## src/hdl/csp_pkg.sv

```systemverilog
// csp_pkg: item types and status codes of the counting semaphore block
// no dependencies; used by the top level and its testbench
package csp_pkg;

	typedef struct packed {
		logic       func;
		logic [7:0] task_id;
		logic [7:0] priority_req;
		logic [7:0] trigger;
	} in_item_t;

	typedef struct packed {
		logic [2:0] status;
		logic [7:0] woken_task;
		logic [7:0] woken_trigger;
		logic [7:0] free_count;
	} out_item_t;

	localparam logic FUNC_REQUEST = 1'b0;
	localparam logic FUNC_RELEASE = 1'b1;

	localparam logic [2:0] ST_GRANTED      = 3'd0;
	localparam logic [2:0] ST_QUEUED       = 3'd1;
	localparam logic [2:0] ST_WAITER_GRANT = 3'd2;
	localparam logic [2:0] ST_RETURNED     = 3'd3;
	localparam logic [2:0] ST_POOL_FULL    = 3'd4;
	localparam logic [2:0] ST_BAD_RELEASE  = 3'd5;

	localparam logic REG_MAX_RESOURCES  = 1'b0;
	localparam logic REG_ENTRIES_IN_USE = 1'b1;

endpackage

```

## src/hdl/csp_ram.sv

```systemverilog
// csp_ram: generic single-write, single-read RAM with registered read data
// no dependencies
module csp_ram #(
	parameter int WIDTH = 8,
	parameter int DEPTH = 16
) (
	input  logic                     clk,
	input  logic                     we,
	input  logic [$clog2(DEPTH)-1:0] waddr,
	input  logic [WIDTH-1:0]         wdata,
	input  logic [$clog2(DEPTH)-1:0] raddr,
	output logic [WIDTH-1:0]         rdata
);

	logic [WIDTH-1:0] mem [DEPTH];

	always_ff @(posedge clk) begin
		if (we) begin
			mem[waddr] <= wdata;
		end
		rdata <= mem[raddr];
	end

endmodule

```

## src/hdl/counting_semaphore_priority_queue.sv

```systemverilog
// counting_semaphore_priority_queue: top level, sequencer and list storage
// depends on csp_pkg and csp_ram
//
// Counting semaphore with a pool of POOL_ENTRIES entries shared by a holder list and a wait
// list, both sorted by falling priority with equal priorities in arrival order. One item is
// worked at a time: in_stall stays high from acceptance until the result is loaded into the
// output register. A request, and a release that grants a waiter, each walk past entries
// of the target list during sorted insertion (up to POOL_ENTRIES - 1); the walk is set by
// the link RAM read port, one entry per cycle. Writing either register reinitializes all
// lists and the free count; do so only while the block is idle. No clearing pass is needed
// after reset.
module counting_semaphore_priority_queue #(
	parameter int POOL_ENTRIES = 16
) (
	input  logic                 clk,
	input  logic                 arst_n,
	input  logic                 in_valid,
	output logic                 in_stall,
	input  csp_pkg::in_item_t    in_data,
	output logic                 out_valid,
	input  logic                 out_stall,
	output csp_pkg::out_item_t   out_data,
	input  logic                 psel,
	input  logic                 penable,
	input  logic                 pwrite,
	input  logic [2:0]           paddr,
	input  logic [31:0]          pwdata,
	output logic [31:0]          prdata,
	output logic                 pready
);

	import csp_pkg::*;

	localparam int AW = $clog2(POOL_ENTRIES);
	localparam int IW = $clog2(POOL_ENTRIES + 1);
	localparam int CW = (IW > 5) ? IW : 5;
	localparam logic [IW-1:0] NIL = IW'(POOL_ENTRIES);

	typedef struct packed {
		logic [7:0] task_id;
		logic [7:0] prio;
		logic [7:0] trigger;
	} entry_t;

	typedef enum logic [3:0] {
		S_IDLE, S_REQ0, S_REQ1, S_REL0, S_REL1, S_REL2, S_WALK, S_LINK, S_LINK2, S_FIN
	} state_t;

	state_t            state_q;
	logic [7:0]        max_q;
	logic [4:0]        entries_q;
	logic [IW-1:0]     holder_head_q, waiter_head_q, free_head_q;
	logic [7:0]        avail_q;
	logic [IW-1:0]     e_q, cur_q, prev_q;
	logic [7:0]        pr_q, task_q, trig_q;
	logic              sel_waiter_q;
	logic [2:0]        res_status_q;
	logic [7:0]        res_task_q, res_trig_q;
	logic              out_valid_q;
	out_item_t         out_q;
	logic [POOL_ENTRIES-1:0] valid_q;
	logic              valid_s1;
	logic [AW-1:0]     rd_addr_s1;

	logic              cfg_wr;
	logic [4:0]        ent_src;
	logic [7:0]        max_src;
	logic [CW-1:0]     ent_ext, lim;
	logic [IW-1:0]     n_lim;
	logic [IW-1:0]     rd_ptr;
	logic [AW-1:0]     rd_addr;
	logic [IW-1:0]     next_ram_rd, next_dflt, next_rd, addr_plus1;
	logic              nwe;
	logic [AW-1:0]     nwaddr;
	logic [IW-1:0]     nwdata;
	logic              dwe;
	entry_t            dwdata, rec;
	logic              out_load;

	assign cfg_wr = psel && penable && pwrite && pready;
	assign pready = 1'b1;
	assign prdata = (paddr[2] == REG_ENTRIES_IN_USE) ? {27'd0, entries_q} : {24'd0, max_q};

	// a write takes effect at once on the list reinit
	assign ent_src = (cfg_wr && paddr[2] == REG_ENTRIES_IN_USE) ? pwdata[4:0] : entries_q;
	assign max_src = (cfg_wr && paddr[2] == REG_MAX_RESOURCES) ? pwdata[7:0] : max_q;
	assign ent_ext = CW'(ent_src);
	assign lim     = (ent_ext > CW'(POOL_ENTRIES)) ? CW'(POOL_ENTRIES) : ent_ext;
	assign n_lim   = IW'(lim);

	// unwritten link entries read as the initial chained free list
	assign addr_plus1 = IW'(rd_addr_s1) + IW'(1);
	assign next_dflt  = (addr_plus1 < n_lim) ? addr_plus1 : NIL;
	assign next_rd    = valid_s1 ? next_ram_rd : next_dflt;

	always_comb begin
		case (state_q)
			S_REQ0:  rd_ptr = free_head_q;
			S_REQ1:  rd_ptr = (avail_q != 8'd0) ? holder_head_q : waiter_head_q;
			S_REL0:  rd_ptr = holder_head_q;
			S_REL1:  rd_ptr = waiter_head_q;
			S_REL2:  rd_ptr = holder_head_q;
			S_WALK:  rd_ptr = next_rd;
			default: rd_ptr = free_head_q;
		endcase
	end
	assign rd_addr = rd_ptr[AW-1:0];

	always_comb begin
		nwe    = 1'b0;
		nwaddr = e_q[AW-1:0];
		nwdata = cur_q;
		case (state_q)
			S_REL1: begin
				nwe    = 1'b1;
				nwdata = free_head_q;
			end
			S_LINK: begin
				nwe = 1'b1;
			end
			S_LINK2: begin
				nwe    = 1'b1;
				nwaddr = prev_q[AW-1:0];
				nwdata = e_q;
			end
			default: nwe = 1'b0;
		endcase
	end

	assign dwe    = (state_q == S_REQ0) && (free_head_q != NIL);
	assign dwdata = '{task_id: task_q, prio: pr_q, trigger: trig_q};

	csp_ram #(.WIDTH(IW), .DEPTH(POOL_ENTRIES)) u_next_ram (
		.clk   (clk),
		.we    (nwe),
		.waddr (nwaddr),
		.wdata (nwdata),
		.raddr (rd_addr),
		.rdata (next_ram_rd)
	);

	csp_ram #(.WIDTH($bits(entry_t)), .DEPTH(POOL_ENTRIES)) u_entry_ram (
		.clk   (clk),
		.we    (dwe),
		.waddr (free_head_q[AW-1:0]),
		.wdata (dwdata),
		.raddr (rd_addr),
		.rdata (rec)
	);

	always_ff @(posedge clk) begin
		rd_addr_s1 <= rd_addr;
	end

	assign in_stall  = (state_q != S_IDLE);
	assign out_valid = out_valid_q;
	assign out_data  = out_q;
	assign out_load  = (state_q == S_FIN) && (!out_valid_q || !out_stall);

	always_ff @(posedge clk or negedge arst_n) begin
		if (!arst_n) begin
			state_q       <= S_IDLE;
			max_q         <= 8'd1;
			entries_q     <= 5'd16;
			holder_head_q <= NIL;
			waiter_head_q <= NIL;
			free_head_q   <= (POOL_ENTRIES > 0) ? IW'(0) : NIL;
			avail_q       <= 8'd1;
			valid_q       <= '0;
			valid_s1      <= 1'b0;
			out_valid_q   <= 1'b0;
		end else begin
			valid_s1 <= valid_q[rd_addr];
			if (nwe) begin
				valid_q[nwaddr] <= 1'b1;
			end
			if (out_load) begin
				out_valid_q <= 1'b1;
			end else if (out_valid_q && !out_stall) begin
				out_valid_q <= 1'b0;
			end
			if (cfg_wr) begin
				if (paddr[2] == REG_MAX_RESOURCES) begin
					max_q <= pwdata[7:0];
				end else begin
					entries_q <= pwdata[4:0];
				end
				holder_head_q <= NIL;
				waiter_head_q <= NIL;
				free_head_q   <= (n_lim != '0) ? IW'(0) : NIL;
				avail_q       <= max_src;
				valid_q       <= '0;
			end
			case (state_q)
				S_IDLE: begin
					if (in_valid) begin
						task_q     <= in_data.task_id;
						pr_q       <= in_data.priority_req;
						trig_q     <= in_data.trigger;
						res_task_q <= 8'd0;
						res_trig_q <= 8'd0;
						state_q    <= (in_data.func == FUNC_RELEASE) ? S_REL0 : S_REQ0;
					end
				end
				S_REQ0: begin
					e_q <= free_head_q;
					if (free_head_q == NIL) begin
						res_status_q <= ST_POOL_FULL;
						state_q      <= S_FIN;
					end else begin
						state_q <= S_REQ1;
					end
				end
				S_REQ1: begin
					free_head_q <= next_rd;
					if (avail_q != 8'd0) begin
						avail_q      <= avail_q - 8'd1;
						res_status_q <= ST_GRANTED;
						res_task_q   <= task_q;
						res_trig_q   <= trig_q;
						sel_waiter_q <= 1'b0;
					end else begin
						res_status_q <= ST_QUEUED;
						sel_waiter_q <= 1'b1;
					end
					cur_q   <= rd_ptr;
					prev_q  <= NIL;
					state_q <= (rd_ptr == NIL) ? S_LINK : S_WALK;
				end
				S_REL0: begin
					e_q <= holder_head_q;
					if (holder_head_q == NIL) begin
						res_status_q <= ST_BAD_RELEASE;
						state_q      <= S_FIN;
					end else begin
						state_q <= S_REL1;
					end
				end
				S_REL1: begin
					holder_head_q <= next_rd;
					free_head_q   <= e_q;
					e_q           <= waiter_head_q;
					if (waiter_head_q == NIL) begin
						if (avail_q != 8'hFF) begin
							avail_q <= avail_q + 8'd1;
						end
						res_status_q <= ST_RETURNED;
						state_q      <= S_FIN;
					end else begin
						state_q <= S_REL2;
					end
				end
				S_REL2: begin
					// top waiter leaves the wait list and is sorted into the holders
					waiter_head_q <= next_rd;
					pr_q          <= rec.prio;
					res_task_q    <= rec.task_id;
					res_trig_q    <= rec.trigger;
					res_status_q  <= ST_WAITER_GRANT;
					sel_waiter_q  <= 1'b0;
					cur_q         <= holder_head_q;
					prev_q        <= NIL;
					state_q       <= (holder_head_q == NIL) ? S_LINK : S_WALK;
				end
				S_WALK: begin
					// step past entries of equal or higher priority
					if (rec.prio >= pr_q) begin
						prev_q  <= cur_q;
						cur_q   <= next_rd;
						if (next_rd == NIL) begin
							state_q <= S_LINK;
						end
					end else begin
						state_q <= S_LINK;
					end
				end
				S_LINK: begin
					if (prev_q == NIL) begin
						if (sel_waiter_q) begin
							waiter_head_q <= e_q;
						end else begin
							holder_head_q <= e_q;
						end
						state_q <= S_FIN;
					end else begin
						state_q <= S_LINK2;
					end
				end
				S_LINK2: begin
					state_q <= S_FIN;
				end
				S_FIN: begin
					if (out_load) begin
						out_q <= '{status: res_status_q, woken_task: res_task_q,
							woken_trigger: res_trig_q, free_count: avail_q};
						state_q <= S_IDLE;
					end
				end
				default: state_q <= S_IDLE;
			endcase
		end
	end

endmodule

```

## config.mk

```make
export PLATFORM = sky130hd
export DESIGN_NAME = counting_semaphore_priority_queue
export DESIGN_NICKNAME = d
export VERILOG_FILES = /design/src/hdl/csp_pkg.sv /design/src/hdl/csp_ram.sv /design/src/hdl/counting_semaphore_priority_queue.sv
export SDC_FILE = /design/constraint.sdc
export NUM_CORES = 1
export LEC_CHECK = 0
export ABC_AREA = 1
export ABC_CLOCK_PERIOD_IN_PS = 4200
export BUFFER_PORTS_ARGS = -buffer_cell sky130_fd_sc_hd__buf_2
export CAP_MARGIN = 20
export CORE_ASPECT_RATIO = 0.7
export CORE_UTILIZATION = 38
export DETAILED_ROUTE_END_ITERATION = 10
export PLACE_DENSITY = 0.63
export SKIP_LAST_GASP = 1
export SLEW_MARGIN = 20
export SYNTH_ARGS = -nofsm -noshare
export SYNTH_HDL_FRONTEND = slang
export SYNTH_SLANG_ARGS = --single-unit
```

## constraint.sdc

```tcl
create_clock -name clk -period 4.2 [get_ports clk]
set_clock_uncertainty 0.1 [all_clocks]
set_input_delay 0.42 -clock clk [delete_from_list [all_inputs] [get_ports clk]]
set_output_delay 0.42 -clock clk [all_outputs]
set_load 0.05 [all_outputs]
```

# --- Yosys cells after proc, flatten, opt, wreduce, memory -nomap -nowiden ---
# Memory sizes are Yosys's and may differ from the RTL's. A register that Yosys moved wholly into a read port is not among the register bits.
# Index checks and enable logic that the tools add are counted.
totals:
  reg_bits: 148
  ramBits: 464
  output_inout_bits: 62
  elab_cells: 173
  n_memories: 2
mem_list:
  columns: ["memory", "words", "width", "read_ports", "rd_clocked_by_memory_dff", "wr", "line", "source"]
  rows:
  - ["u_entry_ram.mem", 16, 24, 1, 1, 1, "csp_ram.sv:15", "logic [WIDTH-1:0] mem [DEPTH];"]
  - ["u_next_ram.mem", 16, 5, 1, 1, 1, "csp_ram.sv:15", null]
classes:
  n_addsub: 3
  order_cmp: 6
  n_eq_ne: 25
  mux: 70
  bitwise: 2
  reduce_logical: 40
ops:
  columns: ["cell", "n"]
  rows:
  - ["two-way mux 8 bit", 10]
  - ["two-way mux 5 bit", 15]
  - ["case mux 5 bit (2 select lines)", 5]
  - ["case mux 8 bit (3 select lines)", 2]
  - ["case mux 4 bit (10 select lines)", 1]
  - ["two-way mux 16 bit", 2]
  - ["two-way mux 4 bit", 8]
  - ["case mux 8 bit (2 select lines)", 2]
  - ["equality test 5 bit, second input constant", 6]
  - ["case mux 5 bit (3 select lines)", 2]
  - ["case mux 5 bit (4 select lines)", 1]
  - ["AND reduction 3 bit", 6]
  - ["equality test 4 x 3 -> 1 bit, second input constant", 4]
  - ["OR 16 bit", 1]
  - ["case mux 3 bit (5 select lines)", 1]
  - ["two-way mux 1 bit", 14]
  - ["inequality test 2 bit, second input constant", 6]
  - ["nonzero test 3 bit", 4]
  - ["< comparator 4 x 5 -> 1 bit, second input constant", 2]
  - ["nonzero test 2 bit", 5]
  - ["nonzero test 5 bit", 2]
  - ["two-way mux 3 bit", 3]
  - ["adder 8 x 1 -> 8 bit, second input constant", 1]
  - ["equality test 4 x 2 -> 1 bit, second input constant", 2]
  - ["28 further kinds", 41]

# --- Logic depth before layout (Yosys ltp) ---
# Gate-level depths: netlist of the first run.
logic_depth:
  word_depth: 13
  depth_mapped: 24

# --- Cells and area by module ---
# From an unflattened synthesis of the first run, not the netlist that was laid out.
unflattened:
  cells_unflattened: 2756
  hier_area_um2: 28170.8
by_module_without_submodules:
  columns: ["mod", "n_inst", "cells_per_inst", "area_each_um2", "seq_area_each_um2"]
  rows:
  - ["csp_ram at u_entry_ram", 1, 1599, 16950.0, 12011.5]
  - ["counting_semaphore_priority_queue", 1, 802, 7487.2, 4120.2]
  - ["csp_ram at u_next_ram", 1, 355, 3733.6, 2502.4]

# --- Least setup slack after synthesis of the first run ---
# OpenSTA, ideal clock, no wires.
synth_timing:
  kind: "flip-flop to flip-flop"
  startpoint: "reg out_valid_q (netlist: out_valid)"
  endpoint: "reg out_q, in the netlist out_data[0] (enable)"
  arrival_time_ns: 2.658
  required_time_ns: 3.655
  setup_slack_ns: 0.997
  path_stages_with_launch: 4
  path_buffers: 0
  synth_period_minus_slack_ns: 3.203
  path_cell_list: "dfrtp_1 > nand2_1 > inv_1 > nor3_1"
synth_via:
  elab_chain_cells: 4
synth_lines:
  columns: ["element", "line", "source"]
  rows:
  - ["start: declaration", "counting_semaphore_priority_queue.sv:59", "logic out_valid_q;"]
  - ["start signal: assignment", "counting_semaphore_priority_queue.sv:171", "out_valid_q <= 1'b0;"]
  - ["start signal: assignment", "counting_semaphore_priority_queue.sv:178", "out_valid_q <= 1'b1;"]
  - ["start signal: assignment", "counting_semaphore_priority_queue.sv:180", "out_valid_q <= 1'b0;"]
  - ["logical NOT 1 bit", "counting_semaphore_priority_queue.sv:158", "assign out_load = (state_q == S_FIN) && (!out_valid_q || !out_stall);"]
  - ["logical OR 1 bit", "counting_semaphore_priority_queue.sv:158", null]
  - ["logical AND 1 bit", "counting_semaphore_priority_queue.sv:158", null]
  - ["AND reduction 3 bit (no source line)", null, null]
  - ["end signal: assignment", "counting_semaphore_priority_queue.sv:294", "out_q <= '{status: res_status_q, woken_task: res_task_q,"]
  - ["end: declaration", "counting_semaphore_priority_queue.sv:60", "out_item_t out_q;"]
# Every way passes these cells.
# A chain may end at the register's enable or synchronous reset.

# --- Final worst setup path of the first run ---
layout_timing:
  startpoint: "in pwdata[2]"
  endpoint: "reg u_entry_ram.rdata[21] (read register of u_entry_ram.mem)"
layout_via:
  elab_chain_cells: 7
layout_lines:
  columns: ["element", "line", "source"]
  rows:
  - ["start: declaration", "counting_semaphore_priority_queue.sv:27", "input logic [31:0] pwdata,"]
  - ["two-way mux 5 bit *", "counting_semaphore_priority_queue.sv:85", "assign ent_src = (cfg_wr && paddr[2] == REG_ENTRIES_IN_USE) ? pwdata[4:0] : entries_q;"]
  - ["greater-than comparator 5 bit", "counting_semaphore_priority_queue.sv:88", "assign lim = (ent_ext > CW'(POOL_ENTRIES)) ? CW'(POOL_ENTRIES) : ent_ext;"]
  - ["two-way mux 5 bit *", "counting_semaphore_priority_queue.sv:88", null]
  - ["< comparator 5 bit *", "counting_semaphore_priority_queue.sv:93", "assign next_dflt = (addr_plus1 < n_lim) ? addr_plus1 : NIL;"]
  - ["two-way mux 5 bit *", "counting_semaphore_priority_queue.sv:93", null]
  - ["two-way mux 5 bit *", "counting_semaphore_priority_queue.sv:94", "assign next_rd = valid_s1 ? next_ram_rd : next_dflt;"]
  - ["case mux 5 bit (4 select lines) *", "counting_semaphore_priority_queue.sv:97", "case (state_q)"]
  - ["end: declaration", "csp_ram.sv:12", "output logic [WIDTH-1:0] rdata"]
# Mark *: on every way between the ends. The rest lies on a longest branch, timed or not.

==> flow_metrics.py, run 1 <==
metrics = {
    "clock_network": {
        "cts_resized": 0,
        "postCtsSetupBuffers": 0,
        "hold_buffers": 35,
        "clock_sinks": 641,
        "clk_latency_ps": 660,
        "clockBufferDepth": 3,
        "cts_tree": "built",
        "clk_pin_slew_ps": 60,
        "clockRootBuffer": "clkbuf_16",
        "cts_made_buffers": 61,
        "ctsHtreeMaxLevel": 2,
    },
    "global_routing": {
        "grt_use_total": 0.1895,
        "grt_pass1_vias": 18174,
        "grt_pass1_wl_um": 110200,
        "grt_overflow": 0,
        "grt_antenna_before_repair": 2,
        "grt_max_degree": 128,
    },
    "power_and_ir_drop": {
        "vdd_drop_max_mv": 1.204,
        "seq_power_share": 0.298,
        "p_int_w": 0.01597,
        "power_density_nw_per_um2": 871.6,
        "pwr-share-clk": 0.198,
        "cellLeakagePower_nw": 13.58,
        "swShare": 0.4423,
        "pwr-share-comb": 0.505,
        "p_switching_w": 0.01266,
    },
    "worst_setup_path": {
        "critPathLaunch": "pwdata[2]",
        "reg2reg_from": "entries_q[2]",
        "cp-start-kind": "input port",
        "crit_slowest_cell": "dlygate4sd3_1",
        "required_ps": 4640,
        "path_cells": "dlygate4sd3_1, buf_2, nand3_1, nand2_1, nor2_1, nand2_2, nand2_2, nand2_1, ha_1, a21oi_1, nor2_1, a211oi_1, buf_4, nand2_1, o21ai_1, nand2_1, nand4_1, buf_12, nand3_1, nand3_1, nand2_1",
        "crit_type": "input port to flip-flop",
        "slowest_delay_ps": 530,
        "path_buf_inv": 4,
        "path_common_cell": "nand2_1",
        "worstSetupEndpointType": "flip-flop",
        "crit_arrival_ps": 4070,
        "critPathTopFamily": "simple AND/OR/NAND/NOR gates",
        "path_max_fanout": 50,
    },
    "route": {
        "vias": 19510,
        "dr.pass1.iters": 8,
        "drt_iter0_markers": 2230,
        "wl_um": 72120,
        "wl_per_cell_um": 18.55,
        "drc": 0,
        "vias_per_cell": 5.018,
        "final_antenna_net_count": 0,
    },
    "yosys": {
        "ys_ff_latch": 641,
        "yosysTopAreaCellShare": 0.5776,
        "synth_cells": 2732,
        "ys_warn_count": 0,
        "synth_ff_type": "edfxtp_1",
        "synth.area.top_cells": "edfxtp_1 58%, nand3_1 9.9%, inv_1 6.2%",
        "ys_seq_area_frac": 0.6517,
        "synth_edf_count": 550,
        "netlist_top_cells_count": "564 x nand3_1, 550 x edfxtp_1, 476 x inv_1",
        "synth_largest_area_cell": "edfxtp_1",
        "yosysMostFrequentCell": "nand3_1",
        "synth_area_um2": 28590,
        "ys_types": 51,
        "avgSynthCellArea_um2": 10.47,
        "async_flop_share": 0.09048,
    },
    "sta": {
        "rsz0062_at_grt": "no",
        "setup_slack_ps": 571.3,
        "period_share": 0.8640,
        "min_period_ps": 3629,
        "worst_pin_slew_ps": 1060,
        "setup_violations": 0,
        "relSlewSlack": 0.2925,
        "clock.fmax_mhz": 275.6,
        "finalHoldViolCount": 0,
        "tns_ps": 0,
        "drv_slew": 0,
    },
    "place": {
        "dpl_worst_slack_ps": 221.4,
        "dpl_cell_area_um2": 30450,
        "dpl.hpwl_um": 43500,
        "dp_cells": 3736,
        "place.gp.congestion": 0.9047,
        "portBuffers": 77,
    },
    "flow_run": {
        "maxCapViolCount": 0,
    },
    "finish": {
        "stdcell_area_um2": 32850,
        "layout-drive-gt1-share": 0.1065,
        "syn_to_final_growth_pct": 14.87,
        "layout.cells.non_filler": 3888,
        "fin_nets": 2939,
    },
    "floorplan": {
        "ios": 129,
        "fp.coreArea_um2": 73840,
        "die_area_um2": 76370,
        "fp-row-count": 83,
        "die_h_um": 231.5,
        "start_util": 0.3873,
        "die_width_um": 329.9,
    },
    "worst_hold_path": {
        "holdCritPathClass": "input port to flip-flop",
        "worstHoldStart": "penable",
    },
    "run_status": {
        "status": "complete, no violations",
    },
}
## sequential cells by signal, indices dropped and copies added, names as in the netlist, 16 cells and up
name               cells
u_entry_ram.mem      384
u_next_ram.mem        80
out_data              27
u_entry_ram.rdata     24
valid_q               16
## worst min-delay path: stages
cell	delay, ps
buf_2	120
nand4_2	110
nand2_1	60
nand2_1	90
## cells by family (layout without fill, tap and decap cells)
family                   count (synthesis)  after routing  synth area share
AO/OA/AOI/OAI                          126            126           0.02971
flip-flops                             641            641            0.6517
AND/OR/NAND/NOR                       1290           1290            0.2145
multiplexers                             1              1         0.0003938
XOR/XNOR                                10             10          0.003063
adder cells (fa/ha/maj)                 15             15          0.006564
other                                    2             26         0.0002626
buffers and inverters                  647            802           0.09382
## per-layer routing
layer  GRT usage  part of all wire
met1      0.2959              0.48
met2      0.2676              0.42
met3     0.03278             0.082
met4     0.04933             0.021
met5           0                 0
## placed cells by master (no fill, tap or decap), types with 4 or more instances in the layout
cell / instances
a21oi_1: 27
a22o_1: 16
buf_12: 16
buf_2: 77
buf_4: 74
bufinv_16: 7
clkbuf_1: 10
clkbuf_16: 62
clkbuf_8: 4
clkinv_1: 17
clkinv_2: 10
conb_1: 25
dfrtp_1: 53
dfstp_2: 5
dfxtp_1: 33
dlygate4sd3_1: 35
edfxtp_1: 550
ha_1: 15
inv_1: 476
inv_2: 6
nand2_1: 435
nand2_2: 8
nand3_1: 564
nand3b_1: 120
nand4_1: 8
nor2_1: 112
nor2_2: 4
nor2_4: 10
nor3_1: 11
nor4_1: 4
o211ai_1: 5
o21ai_0: 31
o21bai_1: 5
o221ai_1: 19
o221ai_2: 4
xor2_1: 7
## cell type report
class | count | area, um2
Inverter | 484 | 1819
Tap cell | 977 | 1222
Clock inverter | 40 | 396.6
Sequential cell | 641 | 18630
Timing Repair Buffer | 202 | 1612
Antenna cell | 1 | 2.502
Clock buffer | 76 | 1644
Multi-Input combinational cell | 1467 | 7516
Fill cell | 6877 | 40990
## power groups by stage
stage	Sequential (W)	Clock, W	Combinational, W
3_3_place_gp	0.00863	0	0.0142
2_1_floorplan	0.00854	0	0.00981
3_5_place_dp	0.00864	0	0.0143
5_1_grt	0.00860	0.00600	0.0160
6_report	0.00852	0.00566	0.0144
4_1_cts	0.00851	0.00576	0.0144
## worst paths after layout
check | to | slack (ps) | depth (start not counted)
max | u_entry_ram.rdata[21] | 570 | 21
min | entries_q[3] | 90 | 4
max reg2reg | u_entry_ram.rdata[21] | 630 | 19
min reg2reg | out_data[14] | 320 | 0
max in group asynchronous | valid_q[5] | 2730 | 3
min in group asynchronous | free_head_q[2] | 240 | 2
## metrics by stage
step / total power [W] / util / hold slack [ps]
detailed placement: 0.02296 / 0.4124 / 305.7
global route: 0.03058 / 0.4448 / 110.5
finish: 0.02863 / 0.4449 / 86.62
CTS: 0.02869 / 0.4448 / 52.02
global placement: 0.02284 / 0.4124 / 302.1
floorplan: 0.01835 / - / 24.41
Note: power is estimated with default switching activity, not from simulation.
==> run 2: changes to the inputs <==
CORE_MARGIN = 2   (was default)
==> flow_metrics.py, run 2 (same netlist as run 1, synthesis figures left out) <==
metrics = {
    "worst_setup_path": {
        "path_max_fanout": 35,
        "critPathLaunch": "pwdata[2]",
        "slowest_delay_ps": 530,
        "path_buf_inv": 4,
        "crit_type": "input port to flip-flop",
        "crit_arrival_ps": 4090,
        "worstSetupEndpointType": "flip-flop",
        "critPathTopFamily": "simple AND/OR/NAND/NOR gates",
        "path_cells": "dlygate4sd3_1, buf_2, nand3_1, nand2_1, nor2_1, nand2_2, nand2_2, nand2_1, ha_1, a21oi_1, nor2_1, a211oi_1, buf_4, nand3_2, nand2_2, nand2_8, nand2_8, buf_12, nand2_1, nand3_1, nand3_1, nand3_1, nand2_1",
        "crit_slowest_cell": "dlygate4sd3_1",
        "reg2reg_from": "entries_q[2]",
        "required_ps": 4610,
        "cp-start-kind": "input port",
    },
    "finish": {
        "syn_to_final_growth_pct": 14.24,
        "largest_reg_flops": 384,
        "fin_nets": 2921,
        "layout.cells.non_filler": 3881,
        "layout_common_cells": "564 x nand3_1, 550 x edfxtp_1, 476 x inv_1, 435 x nand2_1, 120 x nand3b_1",
        "final_common_cell": "nand3_1",
        "layout-drive-gt1-share": 0.1038,
        "regMostFlops": "u_entry_ram.mem",
    },
    "sta": {
        "clock.fmax_mhz": 272.1,
        "relSlewSlack": 0.2665,
        "setup_violations": 0,
        "drv_slew": 0,
        "worst_pin_slew_ps": 1098,
        "rsz0062_at_grt": "no",
        "tns_ps": 0,
        "period_share": 0.8749,
        "finalHoldViolCount": 0,
        "min_period_ps": 3675,
    },
    "place": {
        "dpl.hpwl_um": 43150,
        "dp_cells": 3734,
        "place.gp.congestion": 0.9312,
        "portBuffers": 77,
    },
    "power_and_ir_drop": {
        "power_density_nw_per_um2": 863.7,
        "cellLeakagePower_nw": 13.47,
        "vdd_drop_max_mv": 0.7656,
    },
    "global_routing": {
        "grt_max_degree": 155,
        "grt_pass1_wl_um": 111000,
        "grt_pass1_vias": 18097,
        "grt_overflow": 0,
        "grt_antenna_before_repair": 3,
        "grt_use_total": 0.1889,
    },
    "route": {
        "wl_um": 73550,
        "drt_iter0_markers": 2217,
        "vias_per_cell": 5.041,
        "vias": 19563,
        "final_antenna_net_count": 0,
        "wl_per_cell_um": 18.95,
        "drc": 0,
        "dr.pass1.iters": 6,
    },
    "floorplan": {
        "die_area_um2": 77490,
        "die_h_um": 233.5,
        "start_util": 0.3821,
        "ios": 129,
        "die_width_um": 331.9,
        "fp-row-count": 84,
        "fp.coreArea_um2": 74830,
    },
    "clock_network": {
        "clockRootBuffer": "clkbuf_16",
        "cts_made_buffers": 60,
        "postCtsSetupBuffers": 0,
        "clock_sinks": 641,
        "clk_latency_ps": 650,
        "clockBufferDepth": 3,
        "ctsHtreeMaxLevel": 2,
        "clk_pin_slew_ps": 70,
        "cts_tree": "built",
    },
    "flow_run": {
        "maxCapViolCount": 0,
    },
    "run_status": {
        "status": "complete, no violations",
    },
    "worst_hold_path": {
        "holdCritPathClass": "input port to flip-flop",
        "worstHoldStart": "in_data[15]",
    },
}
==> run 2: cell types whose count changed in the layout (fill, tap and decap cells not counted), sizes merged <==
cell         change
dlygate4sd3      -4
bufinv           -3
buf             -13
clkbuf          +13
inv              +1
clkinv          -13
==> run 2: metal layers <==
layer,vias up,track usage,share of wire
met1,9343,0.2803,0.46
met2,772,0.2799,0.43
met3,90,0.04308,0.095
met5,-,0,0.00018
met4,2,0.04375,0.016
li1,9356,-,-
==> run 2: worst paths after layout <==
kind	end	slack, ps	cells after the start
worst max-delay path	u_entry_ram.rdata[3]	530	23
worst min-delay path	pr_q[7]	30	3
worst max register to register	u_entry_ram.rdata[3]	620	21
worst min register to register	out_data[15]	320	0
max in group asynchronous	valid_q[5]	2850	4
min in group asynchronous	max_q[7]	170	3
==> run 2: where the power goes <==
group / total (W) / switching, W / internal (W)
clock: 0.00548 / 0.00240 / 0.00309
sequential: 0.00854 / 0.000459 / 0.00808
combinational: 0.0142 / 0.00974 / 0.00445
total: 0.0282 / 0.0126 / 0.0156
==> run 2: area by class of cell <==
cell class                 count  area [um2]
antenna                        1       2.502
clock inverter                25       249.0
tap                          989        1237
timing repair buffer         185        1486
clock buffer                  89        1722
sequential                   641       18630
multi-input combinational   1467        7516
fill                        6997       42170
inverter                     484        1819
==> run 2: per-stage QoR <==
| stage | util | power, W | setup WS, ps | area, um2 | hold slack (ps) |
|---|---|---|---|---|---|
| CTS | 0.4362 | 0.02823 | 580.5 | 32640 | 3.670 |
| detailed placement | 0.4057 | 0.02270 | 171.5 | 30360 | 283.1 |
| global route | 0.4365 | 0.03013 | 263.2 | 32660 | 13.37 |
| finish | 0.4365 | 0.02821 | 525.4 | 32670 | 28.10 |
| global placement | 0.4057 | 0.02254 | 173.6 | 30360 | 285.4 |
| floorplan | - | 0.01835 | 996.9 | 28680 | 24.41 |
==> run 2: worst reg2reg max path, delay by kind of cell, from the launching register on <==
kind | cells | cell delay, ps
flip-flops | 1 | 370
AO/OA/AOI/OAI | 2 | 310
buffers and inverters | 2 | 450
AND/OR/NAND/NOR | 16 | 1920
adder cells (fa/ha/maj) | 1 | 300
==> run 2: timing repair <==
| item | in CTS | in global routing |
|---|---|---|
| hold endpoints to repair | 45 | 0 |
| resized for setup | 0 | 0 |
| hold buffers | 31 | 0 |
